$ cat src/vpp_pkg.sv
// Package for the vector plane projection block.
// Shared widths and the record that travels through the divider cell row.
// No dependencies.
package vpp_pkg;

   localparam int unsigned COMP_W = 32;   // width of one vector component
   localparam int unsigned NN_W   = 64;   // squared normal length / divisor
   localparam int unsigned QUO_W  = 33;   // quotient bits, one per cell
   localparam int unsigned DVD_W  = NN_W + COMP_W;   // |D| * |n_i|
   localparam int unsigned TOL_W  = 16;

   typedef struct packed {
      logic                          valid;
      logic                          dflt;
      logic [2:0]                    qneg;
      logic [2:0][COMP_W-1:0]        vec;
      logic [NN_W-1:0]               dvsr;
      logic [2:0][NN_W-1:0]          rem;
      logic [2:0][QUO_W-1:0]         dvd;
      logic [2:0][QUO_W-1:0]         quo;
   } cell_type;

endpackage

$ cat src/vpp_cell.sv
// One restoring-division cell: produces one quotient bit for all three lanes.
// Depends on vpp_pkg for the cell record.
module vpp_cell import vpp_pkg::*; (
   input  logic     clock,
   input  logic     reset,
   input  logic     en,
   input  cell_type cin,
   output cell_type cout
);

   cell_type cell_ff, cell_in;

   always_comb begin
      cell_in = cin;
      for (int i = 0; i < 3; i++) begin
         logic [NN_W:0] trial;
         logic          ge;
         trial          = {cin.rem[i], cin.dvd[i][QUO_W-1]};
         ge             = trial >= {1'b0, cin.dvsr};
         cell_in.rem[i] = ge ? NN_W'(trial - {1'b0, cin.dvsr}) : trial[NN_W-1:0];
         cell_in.dvd[i] = {cin.dvd[i][QUO_W-2:0], 1'b0};
         cell_in.quo[i] = {cin.quo[i][QUO_W-2:0], ge};
      end
   end

   always_ff @(posedge clock) begin
      if (reset) begin
         cell_ff.valid <= 1'b0;
      end else if (en) begin
         cell_ff <= cell_in;
      end
   end

   assign cout = cell_ff;

endmodule
$ cat config.mk
export PLATFORM = sky130hd
export DESIGN_NAME = vpp_cell
export DESIGN_NICKNAME = d
export VERILOG_FILES = /design/src/vpp_pkg.sv /design/src/vpp_cell.sv
export SDC_FILE = /design/constraint.sdc
export NUM_CORES = 1
export LEC_CHECK = 0
export BUFFER_PORTS_ARGS = -buffer_cell sky130_fd_sc_hd__buf_2
export CAP_MARGIN = 20
export CORE_AREA = 10 10 420 422
export CTS_BUF_LIST = sky130_fd_sc_hd__clkbuf_8 sky130_fd_sc_hd__clkbuf_16
export CTS_CLUSTER_DIAMETER = 50
export CTS_CLUSTER_SIZE = 30
export DETAILED_ROUTE_END_ITERATION = 7
export DIE_AREA = 0 0 430 432
export GPL_ROUTABILITY_DRIVEN = 0
export PLACE_DENSITY = 0.48
export RECOVER_POWER = 25
export SETUP_SLACK_MARGIN = 0.5
export SYNTH_ARGS = -nofsm -noshare
export SYNTH_HDL_FRONTEND = slang
export SYNTH_SLANG_ARGS = --single-unit
$ cat constraint.sdc
create_clock -name clock -period 31.5 [get_ports clock]
set_input_delay 3.15 -clock clock [delete_from_list [all_inputs] [get_ports clock]]
set_output_delay 3.15 -clock clock [all_outputs]
set_load 0.01 [all_outputs]
# Word-level counts from Yosys, hierarchy flattened
# Index checks and enable logic that the tools add are counted.
dict set report classes {
  order_cmp 3
  n_reduce_logical 1
  add_sub_neg 3
  bitwise_logic 1
  n_mux 3
}
# operator count
set op_table {}
lappend op_table {{65-bit by 64-bit greater-or-equal comparator with 1-bit output} 3}
lappend op_table {{64-bit 2-to-1 mux} 3}
lappend op_table {{64-bit subtractor} 3}
lappend op_table {{2-bit AND reduction} 1}
lappend op_table {{1-bit inverter} 1}
dict set report totals {
  output_inout_bits 555
  word_cells 27
  reg_bits 552
  input_bits 558
}

# Logic depth before layout (Yosys ltp)
# Gate-level depths: netlist of run 1.
dict set report depth {
  depth_word 2
  mapped_depth 17
  depth_no_buf 14
}

# Worst setup path after synthesis of run 1
# OpenSTA, ideal clock, no wires.
dict set report synth_path {
  path_kind {input port to flip-flop}
  startpoint {input reset}
  endpoint {register cell_ff (netlist bit cout[0]), enable pin}
  path_buffers 0
  t_arrival_ps 27463
  setup_time_ps 1554
  path_stages 1
  t_required_ps 29946
  setup_slack_ps 2483
  path_cell_list {nor2b_1}
}
dict set report synth_between {
  elab_chain_cells 2
}
# item line_no
set synth_lines {}
lappend synth_lines {{start, declared} vpp_cell.sv:5} ;# input logic reset,
lappend synth_lines {{1-bit inverter (no source line)} --}
lappend synth_lines {{2-bit AND reduction (no source line)} --}
lappend synth_lines {{end signal, assigned} vpp_cell.sv:30} ;# cell_ff <= cell_in;
lappend synth_lines {{end, declared} vpp_cell.sv:11} ;# cell_type cell_ff, cell_in;
# Every way passes these cells.
# A chain may end at the register's enable or synchronous reset.

# Final worst setup path of run 1
dict set report layout_path {
  startpoint {input en}
  endpoint {register cell_ff (netlist bit cout[414]), enable pin}
}
dict set report layout_between {
  elab_chain_cells 1
}
# item line_no
set layout_lines {}
lappend layout_lines {{start, declared} vpp_cell.sv:6} ;# input logic en,
lappend layout_lines {{2-bit AND reduction (no source line)} --}
# Every way passes these cells.

==> results of run 1 <==
==> report_power, final <==
part	total [W]	switching, W	internal (W)
Combinational	0.000532	0.000342	0.000190
Clock	0.00113	0.000458	0.000668
Sequential	0.000910	0.0000209	0.000889
==> area by class of cell <==
type / instances / area (um^2)
Inverter: 138 / 518
Clock inverter: 85 / 842
Fill cell: 18100 / 126000
Timing Repair Buffer: 1122 / 5590
Clock buffer: 105 / 2630
Multi-Input combinational cell: 1903 / 13000
Tap cell: 2218 / 2780
Sequential cell: 552 / 16600
Antenna cell: 30 / 75.1
==> worst max-delay path, cell delays in order <==
cell	delay (ps)
clkbuf_1	120
nor2b_4	150
clkbuf_1	1600
clkbuf_1	2180
buf_4	850
buf_12	580
==> metrics by stage <==
stage | area (um^2) | std cells | utilization [%] | hold WS [ps]
4_1_cts | 42000 | 6123 | 24.9 | 503
3_5_place_dp | 38500 | 5933 | 22.9 | 489
6_report | 42000 | 6153 | 24.9 | 501
5_1_grt | 41900 | 6139 | 24.9 | 522
3_3_place_gp | 38500 | 5933 | 22.9 | 477
2_1_floorplan | 30500 | 2707 | - | 528
==> routing by layer <==
layer / share of wire (%) / wire (um) / up-vias / global-route usage, %
met1: 32 / 57600 / 13200 / 17.4
met5: 0.14 / 264 / - / 0
met3: 6.5 / 11900 / 369 / 4.14
li1: - / - / 12500 / -
met4: 6.3 / 11400 / 42 / 10.3
met2: 55 / 101000 / 1274 / 36.7
==> cell families after synthesis <==
family / share of synthesized area [%]
compound gates: 15.8
xor+xnor: 4.91
fa+ha+maj: 8.07
buf+inv: 3.42
flops: 54.3
mux: 3.07
other cells: 0.0123
simple gates: 10.5
==> worst paths after layout <==
kind                           from                endpoint  depth (start not counted)
max                              en     cout[414]$_DFFE_PP_                          6
max reg2reg  cout[554]$_SDFFE_PP0P_  cout[554]$_SDFFE_PP0P_                          2
min reg2reg  cout[554]$_SDFFE_PP0P_  cout[554]$_SDFFE_PP0P_                          2
min          cout[554]$_SDFFE_PP0P_  cout[554]$_SDFFE_PP0P_                          2
==> layout by cell type (no fill, tap or decap), types with 56 or more instances in the layout <==
cell type,count
buf_2,1053
edfxtp_1,551
a21oi_1,280
nand2_1,222
ha_1,192
nor2_1,170
o21ai_0,156
inv_1,143
xnor2_1,106
clkbuf_16,105
a21o_1,81
xor2_1,65
mux2_1,61
nand4_1,60
clkbuf_1,56
==> run metrics, run 1 <==
largest net degree at the start of global routing=roughly 150; Largest register FFs=552; Site Rows=approximately 150; fmax=around 120 MHz; RSZ-0062 raised after global routing=no; Hold Path Class=flip-flop to flip-flop; GRT Total Usage=18.6%; relative slew slack=-108%; synth top area cells=edfxtp_1, ha_1, a21oi_1; CP Class=input pin to flip-flop; layout cells sized above 1=33.1%; leading area contributor after synthesis=edfxtp_1; Max Clock Skew=0 ps; I/O Pins=1113; Synth Flop Type=edfxtp_1; worst vdd ir=34.8 uV; Seq/Total Area, Yosys=54.3%; status=finished with violations; Hold Vio Cnt, Final=0; number of global-route vias before repair=about 27000; Yosys reg bits=552; Final Max Tran Viols=128; Total Power=0.00257 W; number of max-cap violations=3; DRC errors left=0; setup violation total in the final timing report=0; CTS Buffer Depth=3; cell leakage power=17.3 nW; total CTS buffers=approximately 100; Final ANT Viol Nets=0; setup ws final=22850 ps; syn_area_per_cell=~11 um^2; CTS tree=built; Routed WL=182000 um; initial DRC count=1964; Slew @ Worst Pin=3130 ps; required time worst endpoint=31830 ps; total die area=186000 um^2; Post-DP HPWL=157000 um; clk sinks=around 550; critical path arrival=8990 ps; final net count=4573; async set or reset register ratio after synthesis=0%; core box area=168000 um^2; via count=around 27000; first-pass detailed-route iteration total=7; cells after synthesis=2705; CP Capture Type=flip-flop; final worst path period share=between 20 and 30%; Area Growth Syn to Fin=37.6%; failing checks=capacitance limit, slew limit; Crit Path Max Fanout=148; TNS Setup=0 ps; H-tree Lvls=3; post-CTS setup buffer count=0; first-pass GRT wire length=237000 um; Tmin final=about 8700 ps; WL per Instance=between 20 and 30 um; count leader, synth=edfxtp_1; hold buffers post-CTS=0; post-CTS sizing=0; CTS clk-pin slew, worst paths=~60 ps; initial antenna violation count=approximately 100; Die X=430 um; PortBufs=1106; most instantiated cells after synthesis=edfxtp_1, a21oi_1, nand2_1; Syn. warnings=0; proportion of netlist area held by the largest area contributor=54.2%; Worst Setup Start Kind=input pin; die height=432 um; pwr dens=about 61 nW/um^2; drt via density=between 4 and 5; CTS root buffer=clkbuf_16; number of distinct library cells after synthesis=79; pre-CTS setup slack=22580 ps; EDFF count, synth=551; latest clock arrival within the worst-skew pair=~700 ps; mapped cell area=30500 um^2; starting density of the core=18.1%; Congestion Overflow GR=0; FF-to-FF setup slack=30920 ps
Power figures use the tool's default switching activity.
==> run 2: changes to the inputs <==
Clock period 31.5 ns to 7.98 ns, I/O delays scaled along.
==> run metrics, run 2 (same netlist as run 1, synthesis figures left out) <==
most common library cell in the layout ignoring fill and taps=buf_2; Comb power frac=21.0%; Hold Vio Cnt, Final=0; WL per Instance=29.5 um; switching power=roughly 0.0031 W; Inst Count DP=5934; starting density of the core=18.1%; Layout Cells excl Fill=about 6100; CTS root buffer=clkbuf_16; worst vdd ir=between 150 and 200 uV; cell leakage power=17.2 nW; number of global-route vias before repair=26500; post-CTS setup buffer count=0; Die X=approximately 430 um; Congestion Overflow GR=0; PortBufs=~1100; required time worst endpoint=8470 ps; setup violation total in the final timing report=0; via count=about 27000; final worst path period share=between 60% and 70%; post-CTS sizing=0; first-pass detailed-route iteration total=7; Final Max Tran Viols=62; most frequent cells in the layout=buf_2, edfxtp_1, a21oi_1; Site Rows=151; number of max-cap violations=2; core box area=approximately 170000 um^2; GRT Total Usage=between 15 and 20%; status=finished with violations; CTS clk-pin slew, worst paths=~70 ps; H-tree Lvls=3; clk sinks=552; Hold Path Class=input pin to flip-flop; final net count=about 4600; CP Class=input pin to flip-flop; pre-CTS setup slack=roughly 2100 ps; die height=432 um; Sw Share=31.5%; setup ws final=2690 ps; Area Growth Syn to Fin=37.0%; RSZ-0062 raised after global routing=no; hold buffers post-CTS=0; drt via density=4.44; largest net degree at the start of global routing=~150; clock share of power=a little over two fifths; Total Power=roughly 0.010 W; Max Clock Skew=0 ps; Reg power frac=36.1%; DRC errors left=0; CTS tree=built; first-pass GRT wire length=235000 um; CP Capture Type=flip-flop; initial antenna violation count=108; I/O Pins=roughly 1100; Crit Path Max Fanout=4; CTS Buffer Depth=3; layout cells sized above 1=32.6%; total die area=about 190000 um^2; Slew @ Worst Pin=2210 ps; TNS Setup=0 ps; latest clock arrival within the worst-skew pair=around 730 ps; Worst Setup Start Kind=input pin; pwr dens=238 nW/um^2; initial DRC count=2084; total CTS buffers=97; Largest register FFs=~550; fmax=189 MHz; failing checks=capacitance limit, slew limit; Int Power=0.00683 W; Tmin final=5290 ps; Routed WL=181000 um; Final ANT Viol Nets=0; relative slew slack=-47.0%; Post-DP HPWL=155000 um; critical path arrival=between 5000 and 6000 ps
[run 2: changes by cell type in the layout (fill, tap and decap cells not counted), sizes merged]
| cell | previous run | this run |
|---|---|---|
| clkinvlp | 4 | 16 |
| inv | 183 | 170 |
| clkinv | 31 | 28 |
| buf | 1066 | 1059 |
| clkbuf | 161 | 163 |
| diode | 30 | 26 |
| bufinv | 5 | 8 |
[run 2: power groups by stage]
stage | sequential, W | clock [W] | combinational (W)
2_1_floorplan | 0.00378 | 0 | 0.00102
6_report | 0.00360 | 0.00428 | 0.00209
3_5_place_dp | 0.00365 | 0 | 0.00212
5_1_grt | 0.00361 | 0.00451 | 0.00226
3_3_place_gp | 0.00365 | 0 | 0.00211
4_1_cts | 0.00360 | 0.00440 | 0.00213
[run 2: path summary, 6_finish.rpt]
check	startpoint	endpoint	slack [ps]	cells past startpoint
max	cin[390]	cout[256]$_DFFE_PP_	2690	15
min	cin[536]	cout[536]$_DFFE_PP_	240	1
max reg2reg	cout[554]$_SDFFE_PP0P_	cout[554]$_SDFFE_PP0P_	7390	2
min reg2reg	cout[554]$_SDFFE_PP0P_	cout[554]$_SDFFE_PP0P_	510	2
[run 2: layer usage]
layer | share of wire, % | vias to the layer above | track usage (%)
met4 | 5.8 | 46 | 9.65
met1 | 32 | 13200 | 17.3
li1 | - | 12400 | -
met5 | 0.16 | - | 0
met2 | 56 | 1228 | 36.6
met3 | 6.3 | 359 | 4.20
[run 2: worst max-delay path, stage by stage]
cell and delay [ps]:
clkbuf_1 150, ha_1 250, fa_1 400, nand2b_1 190
a21oi_1 380, o21ai_1 220, a31oi_1 660, a21oi_1 450
o41ai_1 830, a21oi_1 330, o31ai_1 350, buf_4 200
a21boi_0 130, xnor2_1 160, mux2_2 270
[run 2: cell type report]
cell class,instances,area [um^2]
antenna,26,65.1
sequential,552,16600
timing repair buffer,1123,5640
clock inverter,84,821
fill,18200,127000
clock buffer,99,2480
inverter,138,518
multi-input combinational,1903,13000
tap,2218,2780
[run 2: through the flow]
step / instance area [um^2] / hold WS [ps] / utilization, %
after floorplan: 30500 / 528 / -
after global routing: 41800 / 193 / 24.8
after detailed placement: 38600 / 510 / 22.9
after global placement: 38600 / 475 / 22.9
after CTS: 41900 / 153 / 24.9
final: 41800 / 237 / 24.8
